`config.mk`:
```
export PLATFORM = sky130hd
export DESIGN_NAME = pfwc_front
export DESIGN_NICKNAME = d
export VERILOG_FILES = /design/src/rtl/per_file_write_coalescer_top_macros.svh /design/src/rtl/pfwc_pkg.sv /design/src/rtl/pfwc_front.sv
export SDC_FILE = /design/constraint.sdc
export NUM_CORES = 1
export LEC_CHECK = 0
export BUFFER_PORTS_ARGS = -buffer_cell sky130_fd_sc_hd__buf_2
export CORE_MARGIN = 1
export CORE_UTILIZATION = 35
export CTS_CLUSTER_SIZE = 20
export DETAILED_ROUTE_END_ITERATION = 12
export HOLD_SLACK_MARGIN = 0.06
export PLACE_DENSITY = 0.56
export SLEW_MARGIN = 20
export SYNTH_ARGS = -nofsm -noshare
export SYNTH_HDL_FRONTEND = slang
export SYNTH_SLANG_ARGS = --single-unit
```
`constraint.sdc`:
```
create_clock -name clk_i -period 18.25 [get_ports clk_i]
set_clock_uncertainty 0.15 [all_clocks]
set_input_delay 1.825 -clock clk_i [delete_from_list [all_inputs] [get_ports clk_i]]
set_output_delay 1.825 -clock clk_i [all_outputs]
set_load 0.02 [all_outputs]
```
`src/rtl/per_file_write_coalescer_top_macros.svh`:
```
// Assertion macros for the per-file write coalescer.
`ifndef PER_FILE_WRITE_COALESCER_TOP_MACROS_SVH
`define PER_FILE_WRITE_COALESCER_TOP_MACROS_SVH

// Checked outside reset only.
`define PFWC_ASSERT(lbl, prop) \
  lbl: assert property (@(posedge clk_i) disable iff (!rst_ni) prop) \
    else $error("pfwc assertion failed");

// Checked at every edge, reset included.
`define PFWC_ASSERT_ALWAYS(lbl, prop) \
  lbl: assert property (@(posedge clk_i) prop) \
    else $error("pfwc assertion failed");

`endif

```
`src/rtl/pfwc_pkg.sv`:
```
// Shared types, codes and helpers of the per-file write coalescer.
`default_nettype none

package pfwc_pkg;

  localparam int NUM_FILES = 1024;
  localparam int IDX_W     = $clog2(NUM_FILES);

  localparam int KIND_W = 4;
  localparam int SLOT_W = 10;
  localparam int AMT_W  = 31;
  localparam int POS_W  = 48;
  localparam int TYPE_W = 3;
  localparam int STAT_W = 2;
  localparam int LAZ_W  = 2;

  localparam logic [POS_W-1:0] POS_MAX = '1;
  localparam logic [POS_W-1:0] BATCH_LIMIT_RST = 48'd1048576;

  // configuration port
  localparam int PADDR_W     = 4;
  localparam int PDATA_W     = 64;
  localparam int REG_IDX_BIT = PADDR_W - 1;
  localparam logic REG_BATCH_LIMIT   = 1'b0;
  localparam logic REG_SYNC_LAZINESS = 1'b1;

  // input kinds
  localparam logic [KIND_W-1:0] KIND_OPEN   = 4'd0;
  localparam logic [KIND_W-1:0] KIND_READ   = 4'd1;
  localparam logic [KIND_W-1:0] KIND_WRITE  = 4'd2;
  localparam logic [KIND_W-1:0] KIND_PWRITE = 4'd3;
  localparam logic [KIND_W-1:0] KIND_SEEK   = 4'd4;
  localparam logic [KIND_W-1:0] KIND_FSYNC  = 4'd5;
  localparam logic [KIND_W-1:0] KIND_FDSYNC = 4'd6;
  localparam logic [KIND_W-1:0] KIND_CLOSE  = 4'd7;
  localparam logic [KIND_W-1:0] KIND_QUERY  = 4'd8;

  // result item types
  localparam logic [TYPE_W-1:0] ITEM_STATUS = 3'd0;
  localparam logic [TYPE_W-1:0] ITEM_BATCH  = 3'd1;
  localparam logic [TYPE_W-1:0] ITEM_FSYNC  = 3'd2;
  localparam logic [TYPE_W-1:0] ITEM_FDSYNC = 3'd3;
  localparam logic [TYPE_W-1:0] ITEM_CLOSE  = 3'd4;

  // status codes
  localparam logic [STAT_W-1:0] STAT_OK        = 2'd0;
  localparam logic [STAT_W-1:0] STAT_UNTRACKED = 2'd1;
  localparam logic [STAT_W-1:0] STAT_OCCUPIED  = 2'd2;

  // sync laziness levels
  localparam logic [LAZ_W-1:0] LAZ_EAGER  = 2'd0;
  localparam logic [LAZ_W-1:0] LAZ_WAIT   = 2'd1;
  localparam logic [LAZ_W-1:0] LAZ_NOWAIT = 2'd2;
  localparam logic [LAZ_W-1:0] LAZ_IGNORE = 2'd3;

  // command queue and result queue sizing
  localparam int CMDQ_DEPTH = 2;
  localparam int CMDQ_PTR_W = $clog2(CMDQ_DEPTH);
  localparam int CMDQ_CNT_W = $clog2(CMDQ_DEPTH + 1);
  localparam int RES_MAX    = 3;
  localparam int RES_BCNT_W = $clog2(RES_MAX + 1);
  localparam int RES_DEPTH  = 4;
  localparam int RES_PTR_W  = $clog2(RES_DEPTH);
  localparam int RES_CNT_W  = $clog2(RES_DEPTH + 1);

  typedef enum logic [3:0] {
    OP_OPEN,
    OP_READ,
    OP_WRITE,
    OP_PWRITE,
    OP_SEEK,
    OP_FSYNC,
    OP_FDSYNC,
    OP_CLOSE,
    OP_QUERY,
    OP_UNTRACKED
  } op_e;

  typedef struct packed {
    op_e              op;
    logic [IDX_W-1:0] idx;
    logic [AMT_W-1:0] amount;
    logic [POS_W-1:0] position;
    logic [POS_W-1:0] initial_size;
  } cmd_t;

  typedef struct packed {
    logic             valid;
    logic [POS_W-1:0] cur_pos;
    logic [POS_W-1:0] size;
    logic [POS_W-1:0] bstart;
    logic [POS_W-1:0] bbytes;
    logic             sync_def;
    logic             dsync_def;
  } entry_t;

  typedef struct packed {
    logic [TYPE_W-1:0] item_type;
    logic [POS_W-1:0]  batch_offset;
    logic [POS_W-1:0]  batch_length;
    logic              data_only;
    logic              wait_for_done;
    logic [STAT_W-1:0] status;
    logic [POS_W-1:0]  file_size;
    logic              last;
  } res_t;

  typedef struct packed {
    logic                  push;
    logic [RES_BCNT_W-1:0] cnt;
    res_t [RES_MAX-1:0]    res;
  } res_batch_t;

  typedef struct packed {
    logic [POS_W-1:0] batch_limit;
    logic [LAZ_W-1:0] sync_laziness;
  } cfg_t;

  function automatic logic [POS_W-1:0] sat_add(input logic [POS_W-1:0] a,
                                               input logic [POS_W-1:0] b);
    logic [POS_W:0] s;
    s = {1'b0, a} + {1'b0, b};
    return s[POS_W] ? POS_MAX : s[POS_W-1:0];
  endfunction

endpackage

`default_nettype wire

```
`src/rtl/pfwc_front.sv`:
```
// Front end: accepts items, classifies kind and slot, queues commands.
`default_nettype none

module pfwc_front (
  input  wire logic                          clk_i,
  input  wire logic                          rst_ni,
  input  wire logic                          in_valid_i,
  output logic                               in_ready_o,
  input  wire logic [pfwc_pkg::KIND_W-1:0]   kind_i,
  input  wire logic [pfwc_pkg::SLOT_W-1:0]   file_slot_i,
  input  wire logic [pfwc_pkg::AMT_W-1:0]    amount_i,
  input  wire logic [pfwc_pkg::POS_W-1:0]    position_i,
  input  wire logic [pfwc_pkg::POS_W-1:0]    initial_size_i,
  input  wire logic                          hold_i,
  output logic                               cmd_valid_o,
  output pfwc_pkg::cmd_t                     cmd_o,
  input  wire logic                          cmd_pop_i
);
  import pfwc_pkg::*;

  cmd_t                  q_mem_q [CMDQ_DEPTH];
  logic [CMDQ_PTR_W-1:0] wr_ptr_q, wr_ptr_d;
  logic [CMDQ_PTR_W-1:0] rd_ptr_q, rd_ptr_d;
  logic [CMDQ_CNT_W-1:0] cnt_q, cnt_d;
  cmd_t                  cmd_d;
  op_e                   op;
  logic                  in_range;
  logic                  push;

  always_comb begin
    unique case (kind_i)
      KIND_OPEN:   op = OP_OPEN;
      KIND_READ:   op = OP_READ;
      KIND_WRITE:  op = OP_WRITE;
      KIND_PWRITE: op = OP_PWRITE;
      KIND_SEEK:   op = OP_SEEK;
      KIND_FSYNC:  op = OP_FSYNC;
      KIND_FDSYNC: op = OP_FDSYNC;
      KIND_CLOSE:  op = OP_CLOSE;
      default:     op = OP_QUERY;
    endcase
    in_range = 32'(file_slot_i) < 32'(NUM_FILES);
    cmd_d.op           = in_range ? op : OP_UNTRACKED;
    cmd_d.idx          = IDX_W'(file_slot_i);
    cmd_d.amount       = amount_i;
    cmd_d.position     = position_i;
    cmd_d.initial_size = initial_size_i;
  end

  assign in_ready_o  = (cnt_q != CMDQ_CNT_W'(CMDQ_DEPTH)) && !hold_i;
  assign push        = in_valid_i && in_ready_o;
  assign cmd_valid_o = cnt_q != '0;
  assign cmd_o       = q_mem_q[rd_ptr_q];

  always_comb begin
    wr_ptr_d = push ? wr_ptr_q + 1'b1 : wr_ptr_q;
    rd_ptr_d = cmd_pop_i ? rd_ptr_q + 1'b1 : rd_ptr_q;
    cnt_d    = cnt_q + CMDQ_CNT_W'(push) - CMDQ_CNT_W'(cmd_pop_i);
  end

  always_ff @(posedge clk_i or negedge rst_ni) begin
    if (!rst_ni) begin
      wr_ptr_q <= '0;
      rd_ptr_q <= '0;
      cnt_q    <= '0;
    end else begin
      wr_ptr_q <= wr_ptr_d;
      rd_ptr_q <= rd_ptr_d;
      cnt_q    <= cnt_d;
    end
  end

  always_ff @(posedge clk_i) begin
    if (push) begin
      q_mem_q[wr_ptr_q] <= cmd_d;
    end
  end

endmodule

`default_nettype wire

```
# Word-level counts from Yosys, hierarchy flattened
# Memory sizes are Yosys's and may differ from the RTL's.
# Cells that the tools add are included.
[word_totals]
reg_bits = 4
latchBits = 0
ram_bits = 282
romBits = 24
in_bits = 146
out_inout_bits = 143
wordCells = 17
memories = 2
[memory_table]
columns = ["memory", "words", "width", "read_ports", "rd_ports_with_merged_regs", "write_ports", "line_no", "rtl"]
rows = [
  ["q_mem_q", 2, 141, 1, 0, 1, "pfwc_front.sv:21", "cmd_t q_mem_q [CMDQ_DEPTH];"],
  ["(no name shown)", 8, 3, 1, 0, 0, "pfwc_front.sv:31", "unique case (kind_i)"],
]
[op_classes]
n_addsub = 4
mul = 0
div_mod_pow = 0
n_lt_le_gt_ge = 0
n_eq_ne = 1
n_shift = 0
mux = 3
n_bitwise = 0
n_reduce_logical = 4
[op_table]
columns = ["operator", "count"]
rows = [
  ["4-bit 2-to-1 mux", 1],
  ["1-bit adder (second input constant)", 2],
  ["2-bit by 1-bit adder with 2-bit output", 1],
  ["1-bit logical AND", 2],
  ["1-bit 2-to-1 mux", 2],
  ["2-bit != test (second input constant)", 1],
  ["2-bit nonzero test", 1],
  ["2-bit by 1-bit subtractor with 2-bit output", 1],
  ["1-bit zero test", 1],
]

# Longest topological paths before layout
[depth]
word_depth = 5
mapped_depth = 7

# Worst setup path after synthesis
# Ideal clock, no wire load.
[synth_path]
path_kind = "in2reg"
from = "in hold_i"
to = "mem q_mem_q[0][0] in the netlist's numbering (enable)"
setup_ns = 0.643
t_arrival_ns = 8.013
t_required_ns = 17.457
setup_slack_ns = 9.443
path_stages = 2
cell_sequence = "a211o_1 -> nor2_1"
[synth_between]
elab_chain_cells = 5
[synth_lines]
columns = ["element", "line_no", "rtl"]
rows = [
  ["from (decl)", "pfwc_front.sv:14", "input wire logic hold_i,"],
  ["1-bit zero test", "pfwc_front.sv:50", "assign in_ready_o = (cnt_q != CMDQ_CNT_W'(CMDQ_DEPTH)) && !hold_i;"],
  ["1-bit logical AND", "pfwc_front.sv:50", ""],
  ["1-bit logical AND", "pfwc_front.sv:51", "assign push = in_valid_i && in_ready_o;"],
  ["1-bit 2-to-1 mux", "pfwc_front.sv:74", "if (push) begin"],
  ["1-bit 2-to-1 mux (implied by the code)", "pfwc_front.sv:75", "q_mem_q[wr_ptr_q] <= cmd_d;"],
  ["to (decl)", "pfwc_front.sv:21", ""],
]
# No other way between the ends.

==> impl_metrics.csv <==
group,metric,value,unit
run_status,status,"completed",
floorplan,dieArea,31300,µm²
route,drc,0,
global_routing,grt_start_max_net_pins,74,
critical_path,crit_path_end_kind,"output pin",
clock_network,post-cts-setup-buffers,0,
floorplan,placementRows,63,
critical_path,cp.required,16.27,ns
global_routing,grtUsageTotal,12.6,%
timing,clock.fmax,204,MHz
floorplan,io_pins,289,
timing,fin_crit_sh,26.8,%
placed_design,place_inst,1129,
clock_network,clkLatencyLatePin,0.55,ns
finish,area_growth,26.8,%
route,vias_per_cell,4.46,
timing,finalSetupTns,0,ns
route,vias,5280,
timing,final_max_slew_viol_count,0,
clock_network,cts-buffers-inserted,30,
clock_network,cts_tree,"done",
yosys,ys_seq_elements,286,
route,drt-initial-drc-count,219,
global_routing,grt_overflow,0,
floorplan,die_h,177,µm
clock_network,cts_root_buf,"clkbuf_16",
clock_network,numClockSinks,286,
yosys,avgSynthCellArea,23.3,µm²
yosys,yosysUniqueCellTypes,15,
route,drtAntennaViolNets,0,
critical_path,crit_type,"register to output pin",
route,wl,20600,µm
placed_design,place.detailed.hpwl,13300,µm
critical_path,crit_arrival,2.93,ns
floorplan,start_util,35.9,%
finish,nFillCells,2646,
timing,finalWorstPathRequiredPeriod,4.90,ns
global_routing,grt_pass1_wl,30000,µm
clock_network,clk_pin_slew,0.06,ns
route,wl_per_cell,17.4,µm
critical_path,start_kind,"register",
floorplan,die_x,177,µm
critical_path,crit_fanout,58,
worst_hold_path,hold_path.class,"register to register",
timing,rsz0062_at_grt,"false",
yosys,synth_area,10700,µm²
clock_network,cts.path.max_buffers,3,
clock_network,h-tree-depth,1,
power_and_ir_drop,design_power_total,2.09,mW
clock_network,cts_resized,0,
timing,setup_viol,0,
run,max-cap-violations,0,
power_and_ir_drop,p_leak,5.25,nW
timing,worstMarginPinSlew,1.07,ns
floorplan,core,29900,µm²
route,drtPass1Iterations,6,
placed_design,port_buffers,288,
finish,multi_input_area,2010,µm²
finish,fin_cells,1185,
clock_network,ctsHoldBuffers,0,
yosys,synth-seq-area-share,79.9,%
finish,drive_gt1_share,61.0,%
timing,hold_viol,0,
global_routing,grt_pass1_vias,5423,
finish,seq_area,8570,µm²
yosys,syn_nets,609,
placed_design,place.gp.congestion,0.704,
critical_path,rrSetupSlack,14.77,ns
power_and_ir_drop,vdd_drop_max,0.0000834,V
timing,max-slew-margin-rel,28.5,%
yosys,yosys_warnings,0,
timing,whs,0.378,ns
global_routing,antenna_found_initial,8,
power_and_ir_drop,power_per_cell_area,154,nW/µm²
yosys,synthesis.instances,461,
finish,fin_nets,919,
[synth_stat cells]
cell,instances,area share (%)
a211o_1,1,0.082
a21oi_1,1,0.047
buf_2,6,0.28
buf_6,10,1.1
dfrtp_1,4,0.93
edfxtp_1,282,79
ha_1,2,0.23
inv_1,4,0.14
mux2_2,61,6.4
mux2_4,80,11
nor2_1,2,0.070
nor2b_1,3,0.18
or2_2,1,0.058
xnor2_1,3,0.25
xor2_1,1,0.082
[state kept, by name, summed over array words and instances, names as in the netlist]
name	count
q_mem_q	282
wr_ptr_q	1
rd_ptr_q	1
cnt_q	2
[cell families after synthesis]
family	count (synthesis)	synth area share, %
compound gates	2	0.128
xor+xnor	4	0.327
fa+ha+maj	2	0.233
buf+inv	20	1.47
flops	286	79.9
mux	141	17.6
simple gates	6	0.304
[final timing paths]
kind	cells after the start	from	to
setup / recovery	3	rd_ptr_q	cmd_o[128]
hold / removal	1	cnt_q[1]	cnt_q[1]
setup reg to reg	5	cnt_q[0]	q_mem_q[1][8]
hold reg to reg	1	cnt_q[1]	cnt_q[1]
max in group asynchronous	1	rst_ni	rd_ptr_q
min in group asynchronous	1	rst_ni	wr_ptr_q
[critical path, stage by stage, from the launching register on]
cell and delay [ns]:
dfrtp_4 0.81, buf_4 0.85, mux2_2 0.42, buf_2 0.16
[layout make-up]
class                   instances  share of cell area (%)
flip-flops and latches        286                    63.1
multi-input cells             155                    14.8
repair buffers                294                    10.9
clock buffers                  31                    5.55
well taps                     390                    3.59
clock inverters                22                    1.92
inverters                       4                   0.110
diodes                          3                  0.0552
[through the flow]
| step | util [%] | instance area [µm²] | worst slack [ns] |
|---|---|---|---|
| 2_1_floorplan | - | 10700 | 9.44 |
| 3_3_place_gp | 42.1 | 12600 | 13.26 |
| 3_5_place_dp | 42.1 | 12600 | 13.23 |
| 4_1_cts | 45.5 | 13600 | 13.30 |
| 5_1_grt | 45.5 | 13600 | 13.23 |
| 6_report | 45.5 | 13600 | 13.35 |
[power by group]
group | internal, mW | switching, mW
logic | 0.269 | 0.349
registers | 0.818 | 0.0368
clock network | 0.382 | 0.240
total | 1.47 | 0.626
[cells in the final DEF (no fill, tap or decap), drive strengths merged, types with 3 or more instances in the layout]
master	n
buf	294
dfrtp	4
diode	3
inv	4
mux2	141
edfxtp	282
xnor2	3
nor2b	3
clkinv	16
bufinv	6
clkbuf	31
[metal layers]
metal / wire (µm) / share of wire (%) / up-vias / global-route usage, %
li1: - / - / 2460 / -
met1: 8300 / 40 / 2560 / 15.1
met2: 9260 / 45 / 218 / 19.7
met3: 2590 / 13 / 34 / 6.40
met4: 411 / 2.0 / 8 / 3.59
met5: 47 / 0.23 / - / 0
No activity file was read; power rests on OpenSTA's default activity.
