===== src/rtl/per_file_write_coalescer_top_macros.svh =====
// Assertion macros for the per-file write coalescer.
`ifndef PER_FILE_WRITE_COALESCER_TOP_MACROS_SVH
`define PER_FILE_WRITE_COALESCER_TOP_MACROS_SVH

// Checked outside reset only.
`define PFWC_ASSERT(lbl, prop) \
  lbl: assert property (@(posedge clk_i) disable iff (!rst_ni) prop) \
    else $error("pfwc assertion failed");

// Checked at every edge, reset included.
`define PFWC_ASSERT_ALWAYS(lbl, prop) \
  lbl: assert property (@(posedge clk_i) prop) \
    else $error("pfwc assertion failed");

`endif


===== src/rtl/pfwc_pkg.sv =====
// Shared types, codes and helpers of the per-file write coalescer.
`default_nettype none

package pfwc_pkg;

  localparam int NUM_FILES = 1024;
  localparam int IDX_W     = $clog2(NUM_FILES);

  localparam int KIND_W = 4;
  localparam int SLOT_W = 10;
  localparam int AMT_W  = 31;
  localparam int POS_W  = 48;
  localparam int TYPE_W = 3;
  localparam int STAT_W = 2;
  localparam int LAZ_W  = 2;

  localparam logic [POS_W-1:0] POS_MAX = '1;
  localparam logic [POS_W-1:0] BATCH_LIMIT_RST = 48'd1048576;

  // configuration port
  localparam int PADDR_W     = 4;
  localparam int PDATA_W     = 64;
  localparam int REG_IDX_BIT = PADDR_W - 1;
  localparam logic REG_BATCH_LIMIT   = 1'b0;
  localparam logic REG_SYNC_LAZINESS = 1'b1;

  // input kinds
  localparam logic [KIND_W-1:0] KIND_OPEN   = 4'd0;
  localparam logic [KIND_W-1:0] KIND_READ   = 4'd1;
  localparam logic [KIND_W-1:0] KIND_WRITE  = 4'd2;
  localparam logic [KIND_W-1:0] KIND_PWRITE = 4'd3;
  localparam logic [KIND_W-1:0] KIND_SEEK   = 4'd4;
  localparam logic [KIND_W-1:0] KIND_FSYNC  = 4'd5;
  localparam logic [KIND_W-1:0] KIND_FDSYNC = 4'd6;
  localparam logic [KIND_W-1:0] KIND_CLOSE  = 4'd7;
  localparam logic [KIND_W-1:0] KIND_QUERY  = 4'd8;

  // result item types
  localparam logic [TYPE_W-1:0] ITEM_STATUS = 3'd0;
  localparam logic [TYPE_W-1:0] ITEM_BATCH  = 3'd1;
  localparam logic [TYPE_W-1:0] ITEM_FSYNC  = 3'd2;
  localparam logic [TYPE_W-1:0] ITEM_FDSYNC = 3'd3;
  localparam logic [TYPE_W-1:0] ITEM_CLOSE  = 3'd4;

  // status codes
  localparam logic [STAT_W-1:0] STAT_OK        = 2'd0;
  localparam logic [STAT_W-1:0] STAT_UNTRACKED = 2'd1;
  localparam logic [STAT_W-1:0] STAT_OCCUPIED  = 2'd2;

  // sync laziness levels
  localparam logic [LAZ_W-1:0] LAZ_EAGER  = 2'd0;
  localparam logic [LAZ_W-1:0] LAZ_WAIT   = 2'd1;
  localparam logic [LAZ_W-1:0] LAZ_NOWAIT = 2'd2;
  localparam logic [LAZ_W-1:0] LAZ_IGNORE = 2'd3;

  // command queue and result queue sizing
  localparam int CMDQ_DEPTH = 2;
  localparam int CMDQ_PTR_W = $clog2(CMDQ_DEPTH);
  localparam int CMDQ_CNT_W = $clog2(CMDQ_DEPTH + 1);
  localparam int RES_MAX    = 3;
  localparam int RES_BCNT_W = $clog2(RES_MAX + 1);
  localparam int RES_DEPTH  = 4;
  localparam int RES_PTR_W  = $clog2(RES_DEPTH);
  localparam int RES_CNT_W  = $clog2(RES_DEPTH + 1);

  typedef enum logic [3:0] {
    OP_OPEN,
    OP_READ,
    OP_WRITE,
    OP_PWRITE,
    OP_SEEK,
    OP_FSYNC,
    OP_FDSYNC,
    OP_CLOSE,
    OP_QUERY,
    OP_UNTRACKED
  } op_e;

  typedef struct packed {
    op_e              op;
    logic [IDX_W-1:0] idx;
    logic [AMT_W-1:0] amount;
    logic [POS_W-1:0] position;
    logic [POS_W-1:0] initial_size;
  } cmd_t;

  typedef struct packed {
    logic             valid;
    logic [POS_W-1:0] cur_pos;
    logic [POS_W-1:0] size;
    logic [POS_W-1:0] bstart;
    logic [POS_W-1:0] bbytes;
    logic             sync_def;
    logic             dsync_def;
  } entry_t;

  typedef struct packed {
    logic [TYPE_W-1:0] item_type;
    logic [POS_W-1:0]  batch_offset;
    logic [POS_W-1:0]  batch_length;
    logic              data_only;
    logic              wait_for_done;
    logic [STAT_W-1:0] status;
    logic [POS_W-1:0]  file_size;
    logic              last;
  } res_t;

  typedef struct packed {
    logic                  push;
    logic [RES_BCNT_W-1:0] cnt;
    res_t [RES_MAX-1:0]    res;
  } res_batch_t;

  typedef struct packed {
    logic [POS_W-1:0] batch_limit;
    logic [LAZ_W-1:0] sync_laziness;
  } cfg_t;

  function automatic logic [POS_W-1:0] sat_add(input logic [POS_W-1:0] a,
                                               input logic [POS_W-1:0] b);
    logic [POS_W:0] s;
    s = {1'b0, a} + {1'b0, b};
    return s[POS_W] ? POS_MAX : s[POS_W-1:0];
  endfunction

endpackage

`default_nettype wire


===== src/rtl/pfwc_res_fifo.sv =====
// Result queue: takes up to three results at once, delivers one per cycle while out_ready_i is high.
`default_nettype none

module pfwc_res_fifo (
  input  wire logic                  clk_i,
  input  wire logic                  rst_ni,
  input  wire pfwc_pkg::res_batch_t  wr_i,
  output logic                       space_o,
  output logic                       out_valid_o,
  input  wire logic                  out_ready_i,
  output pfwc_pkg::res_t             out_o
);
  import pfwc_pkg::*;

  res_t                 mem_q [RES_DEPTH];
  logic [RES_PTR_W-1:0] wr_ptr_q, rd_ptr_q;
  logic [RES_CNT_W-1:0] cnt_q, cnt_d;
  logic [RES_BCNT_W-1:0] push_cnt;
  logic                 pop;

  assign space_o     = cnt_q <= RES_CNT_W'(RES_DEPTH - RES_MAX);
  assign out_valid_o = cnt_q != '0;
  assign out_o       = mem_q[rd_ptr_q];
  assign pop         = out_valid_o && out_ready_i;
  assign push_cnt    = wr_i.push ? wr_i.cnt : '0;
  assign cnt_d       = cnt_q + RES_CNT_W'(push_cnt) - RES_CNT_W'(pop);

  always_ff @(posedge clk_i or negedge rst_ni) begin
    if (!rst_ni) begin
      wr_ptr_q <= '0;
      rd_ptr_q <= '0;
      cnt_q    <= '0;
    end else begin
      wr_ptr_q <= wr_ptr_q + RES_PTR_W'(push_cnt);
      rd_ptr_q <= rd_ptr_q + RES_PTR_W'(pop);
      cnt_q    <= cnt_d;
    end
  end

  always_ff @(posedge clk_i) begin
    for (int i = 0; i < RES_MAX; i++) begin
      if (RES_BCNT_W'(i) < push_cnt) begin
        mem_q[wr_ptr_q + RES_PTR_W'(i)] <= wr_i.res[i];
      end
    end
  end

endmodule

`default_nettype wire


===== config.mk =====
export PLATFORM = sky130hd
export DESIGN_NAME = pfwc_res_fifo
export DESIGN_NICKNAME = d
export VERILOG_FILES = /design/src/rtl/per_file_write_coalescer_top_macros.svh /design/src/rtl/pfwc_pkg.sv /design/src/rtl/pfwc_res_fifo.sv
export SDC_FILE = /design/constraint.sdc
export NUM_CORES = 2
export LEC_CHECK = 0
export BUFFER_PORTS_ARGS = -buffer_cell sky130_fd_sc_hd__clkbuf_2
export CELL_PAD_IN_SITES_DETAIL_PLACEMENT = 0
export CELL_PAD_IN_SITES_GLOBAL_PLACEMENT = 1
export CORE_ASPECT_RATIO = 1.1
export CORE_UTILIZATION = 48
export CTS_CLUSTER_DIAMETER = 100
export DETAILED_ROUTE_END_ITERATION = 8
export GPL_ROUTABILITY_DRIVEN = 0
export HOLD_SLACK_MARGIN = 0.06
export MAX_ROUTING_LAYER = met4
export PLACE_DENSITY_LB_ADDON = 0.1
export SLEW_MARGIN = 30
export SYNTH_ARGS = -nofsm -noshare
export SYNTH_HDL_FRONTEND = slang
export SYNTH_SLANG_ARGS = --single-unit

===== constraint.sdc =====
create_clock -name clk_i -period 15.53 [get_ports clk_i]
set_input_delay 0.7765 -clock clk_i [delete_from_list [all_inputs] [get_ports clk_i]]
set_output_delay 0.7765 -clock clk_i [all_outputs]
set_load 0.1 [all_outputs]

* Yosys cells after proc, flatten, opt, wreduce, memory -nomap -nowiden *
Memory sizes are Yosys's and may differ from the RTL's.
Index checks and enable logic that the tools add are counted.
W data, S select, Z words.

operators by class
  $lt $le $gt $ge = 4
  $add $sub $neg = 6
  muxes and demuxes = 7
  reduce and logical (&&, ||, !) cells = 2

operators by type and width
  operator               number
  $mux W1                6
  $lt A1 B2 Y1 const A   2
  $add A3 B2 Y3          1
  $le A3 B1 Y1 const B   1
  $reduce_bool A3 Y1     1
  $sub A3 B1 Y3          1
  $add A2 B1 Y2          1
  $add A2 B1 Y2 const B  1
  $add A2 B2 Y2          1
  $add A2 B2 Y2 const B  1
  $lt A2 B2 Y1 const A   1
  $mux W2                1
  $logic_and A1 B1 Y1    1

storage, ports and cells
  output and inout bits = 154
  word-level logic and storage cells = 23
  memories kept = 1
  bits in registers = 7
  RAM bits = 608

memory list
  name   depth  bits a word  read ports  clocked after Yosys merged registers in  wr ports  RTL line             source
  mem_q  4      152          1           0                                        3         pfwc_res_fifo.sv:15  res_t mem_q [RES_DEPTH];

* Logic depth before layout (Yosys ltp) *
  word-level depth = 4
  depth in mapped cells = 8
  gate-level depth less buffers = 8

* Least setup slack after synthesis *
No wires, ideal clock.

  path type = in2reg
  start point = input port wr_i[457] in the netlist's numbering
  end point = memory mem_q[0][0] in the netlist's numbering, enable pin
  cell stages on the path = 3
  data required time = 14.642 ns
  arrival time = 12.164 ns
  path slack = 2.478 ns
  library setup time = 0.888 ns
  buffers on the path = 1
  cell sequence = buf_4 -> o21ai_0 -> a211oi_1

RTL lines
  element             RTL line             source
  start: declaration  pfwc_res_fifo.sv:7   input wire pfwc_pkg::res_batch_t wr_i,
  end: declaration    pfwc_res_fifo.sv:15

==> impl.org <==
** Layout
- Most common cell after layout, fill and taps aside :: sky130_fd_sc_hd__mux2_2
- After the last flow step, the layout net total stands at 3228.
- Area growth, synth to finish :: 16.7%
- Final Util :: a little under three fifths
- Share of post-route cells with drive strength above 1 :: 75.4%
- For this run, the number of standard cells in the final layout without fillers is roughly 3900.
- # fillers :: 6159
- In the layout the commonest cells are sky130_fd_sc_hd__mux2_2 (1143), sky130_fd_sc_hd__clkbuf_2 (615), sky130_fd_sc_hd__edfxtp_1 (608).

** Synth
- Of the total synthesized cell area, the portion taken by XOR and XNOR cells is less than 1%.
- Post-Synthesis Cell Area :: approximately 37000 sq um
- Top cell type by total area after synthesis :: sky130_fd_sc_hd__edfxtp_1
- Summing the areas of all and, or, nand and nor instances in the mapped netlist gives 0.384% of the synthesized area.
- Multiplexer share of the synthesized area :: 46.7%
- The share of synthesized area in the top cell type comes to 49.1%.
- Synthesis produced a netlist whose cell count is 2198.
- Async SR Flop Fraction :: 1.14%
- Flip-flop and latch count after synthesis :: 615
- The synthesized design contains 608 enable-type register cells.
- After synthesis, flip-flops and latches occupy 49.6% of the total area.
- Yosys attributes the largest share of cell area to sky130_fd_sc_hd__edfxtp_1 (49%), sky130_fd_sc_hd__mux2_2 (35%), sky130_fd_sc_hd__mux4_2 (9.2%).
- Synth warnings :: 0
- A synthesized cell averages between 15 and 20 sq um.
- Share of the synthesized area in compound gates (AO/OA/AOI/OAI) :: 0.114%
- Synthesized Nets :: about 2700
- Predominant post-synthesis flop cell :: sky130_fd_sc_hd__edfxtp_1
- Of the total synthesized cell area, the portion taken by full adders, half adders and majority gates is less than 1%.
- By area, the combinational part of the netlist is dominated by multiplexers.
- Synth cell types :: 32

** Routing
- The pre-antenna-repair detailed-routing pass consisted of 5 iterations.
- For this block, the initial DRC count from the detailed router was 1474.
- After detailed routing, the average wire length per cell comes to 29.4 um.
- Routed WL :: about 110000 um
- # DRC :: 0
- Number of antenna-violating nets in the routed design :: 0
- Count of vias placed by the detailed router :: 23000
- DR vias/cell :: 5.89

** Power and ir drop
- The worst-case IR drop observed on VDD is 0.156 mV.
- Total power divided by cell area :: 191 nW/um^2
- Summed over all cells, the static leakage comes to approximately 0.016 uW.

** Timing
- Across all setup checks in the final design, the least slack found is 11.14 ns.
- Setup violations remaining at the end of the flow were counted as 0.
- The final number of hold-violating endpoints was 0.
- Ratio of final minimum period to clock period :: 28.2%
- Slew at the pin with the worst max-slew slack :: 1.03 ns
- The clock period could shrink to 4.39 ns.
- The number of slew-limit violations in the final report was 0.
- Worst max-slew margin expressed relative to the limit :: 31.4%
- RSZ-0062 raised after global routing :: false
- For the final database, setup skew stands at 0.0187 ns.
- TNS Setup :: 0 ns
- Highest Clock Rate :: ~230 MHz

** Setup path
- In this run the worst path has a maximum fanout of 41.
- CP startpoint kind :: flop
- At the worst endpoint, the required time is 14.75 ns.
- The critical path goes through buf_6, buf_4, mux4_2, clkbuf_2.
- Maximum cell stage delay along the critical path :: 0.78 ns
- The largest individual stage delay along the critical path comes from the cell sky130_fd_sc_hd__dfrtp_4.
- The worst setup path is captured at an output pin.
- The worst setup path is of the flop to output pin kind.
- Data arrival time of the critical path :: 3.61 ns

** Floorplanning
- The floorplan step defined a core boundary enclosing roughly 76000 sq um.
- The initial utilization of the core area, before any placement, comes to between 40% and 50%.
- IO Count :: 616
- Die Height :: 294 um
- Die area :: 78500 sq um
- In this run the horizontal extent of the chip is approximately 270 um.
- Row generation in the floorplan step produced about 110 rows.

** GRT
- Largest net degree at the start of global routing :: 127
- After global routing the overflow that remains totals 0.
- Across every metal layer, demand over resource in global routing totals 29.8%.
- The first global-routing pass estimated 165000 um of wire.
- The number of global-route vias before repair came to 24700.
- Antenna violations before repair :: 63

** Worst hold path
- The tightest min-delay check is of the primary input to flop type.

** CTS
- Clk pin slew, worst setup/hold paths :: 0.06 ns
- Clock root cell :: sky130_fd_sc_hd__clkbuf_16
- The longest clock path from root to sink contains 3 buffers.
- Counting every sink on the clock net gives 615.
- At the later pin of the worst-skew pair, clock insertion delay measures 0.62 ns.
- Post-CTS setup buffers :: 0
- TritonCTS clock tree :: done
- Max H-tree Level :: 3
- Total clock buffers created by CTS :: 70

** Placement
- I/O Buffers :: 615
- Pre-CTS setup slack :: 11.32 ns
- After legalization and detailed placement, the total HPWL measured 71200 um.
- Including well taps, the total number of placed cells is 3713.

** Run status
- The run finished with clean final reports.

** Flow run
- The tool flagged a number of max-cap violations equal to 0.
-- synthesized netlist by cell type (2+ instances only) --
cell type,count
sky130_fd_sc_hd__nor2_1,3
sky130_fd_sc_hd__mux2_1,13
sky130_fd_sc_hd__edfxtp_1,608
sky130_fd_sc_hd__nand2_1,5
sky130_fd_sc_hd__and2_1,3
sky130_fd_sc_hd__dfrtp_1,7
sky130_fd_sc_hd__nand3_1,2
sky130_fd_sc_hd__buf_6,31
sky130_fd_sc_hd__ha_1,3
sky130_fd_sc_hd__a211oi_1,2
sky130_fd_sc_hd__mux4_2,152
sky130_fd_sc_hd__buf_4,18
sky130_fd_sc_hd__o21ai_0,3
sky130_fd_sc_hd__xnor2_1,5
sky130_fd_sc_hd__mux2_4,60
sky130_fd_sc_hd__inv_1,4
sky130_fd_sc_hd__xor2_1,2
sky130_fd_sc_hd__clkbuf_1,21
sky130_fd_sc_hd__buf_2,100
sky130_fd_sc_hd__mux2_2,1143
sky130_fd_sc_hd__nand4b_1,2
-- final cells by class --
| cell class | instances | area, sq um | share of cell area (%) |
|---|---|---|---|
| multi-input combinational | 1408 | 17700 | 40.8 |
| clock buffer | 87 | 1860 | 4.28 |
| timing repair buffer | 663 | 3600 | 8.30 |
| tap | 1026 | 1280 | 2.96 |
| antenna | 67 | 168 | 0.387 |
| sequential | 615 | 18400 | 42.5 |
| inverter | 4 | 15.0 | 0.0346 |
| clock inverter | 35 | 304 | 0.701 |
-- registers in the layout, indices dropped and copies added, names as in the netlist --
name      flops
mem_q       608
rd_ptr_q      2
wr_ptr_q      2
cnt_q         3
-- per-layer routing --
layer  GRT usage, %  vias to the layer above  wire length [um]
met5              -                        -                 0
met4           13.2                        0              3800
met3           6.94                      180              8270
met2           47.3                      776             56800
met1           36.1                    11900             45800
li1               -                    10100                 -
-- metrics by stage --
step / total power (uW) / area, sq um / hold slack [ns]
after floorplan: 5980 / 37200 / 0.462
after global placement: 6650 / 40900 / 0.482
after detailed placement: 6700 / 41000 / 0.483
after CTS: 8330 / 43200 / 0.433
after global routing: 8520 / 43400 / 0.481
final: 8270 / 43400 / 0.453
-- logic make-up (layout without fill, tap and decap cells) --
logic type	count (synthesis)	after routing
XOR/XNOR	7	7
flip-flops	615	615
buffers and inverters	175	789
other	0	67
AND/OR/NAND/NOR	22	22
multiplexers	1368	1368
adder cells (fa/ha/maj)	4	4
AO/OA/AOI/OAI	7	7
-- repair_timing --
action,4_1_cts,5_1_grt
hold endpoints to repair,7,0
resized for setup,0,0
hold buffers,1,0
endpoints found under the setup margin,0,0
-- critical path: cells and delay by family, from the launching register on --
| family | cells | cell delay, ns |
|---|---|---|
| buffers and inverters | 3 | 1.61 |
| DFF | 1 | 0.78 |
| muxes | 1 | 0.59 |
-- power breakdown --
| group | total, uW | switching (uW) | leakage [uW] | internal, uW |
|---|---|---|---|---|
| logic | 4230 | 3100 | 0.00932 | 1130 |
| registers | 2410 | 143 | 0.00573 | 2270 |
| clock network | 1620 | 689 | 0.00106 | 930 |
-- final timing paths --
path	from	endpoint	slack [ns]	cells after the start
max in group asynchronous	rst_ni	rd_ptr_q[0]$_DFF_PN0_	14.74	2
min	out_ready_i	rd_ptr_q[1]$_DFF_PN0_	0.45	3
max reg2reg	wr_ptr_q[1]$_DFF_PN0_	mem_q[1][84]$_DFFE_PP_	11.65	5
min reg2reg	cnt_q[0]$_DFF_PN0_	cnt_q[0]$_DFF_PN0_	0.50	1
min in group asynchronous	rst_ni	rd_ptr_q[1]$_DFF_PN0_	0.60	2
max	rd_ptr_q[0]$_DFF_PN0_	out_o[31]	11.14	4
Note: power is estimated with default switching activity, not from simulation.
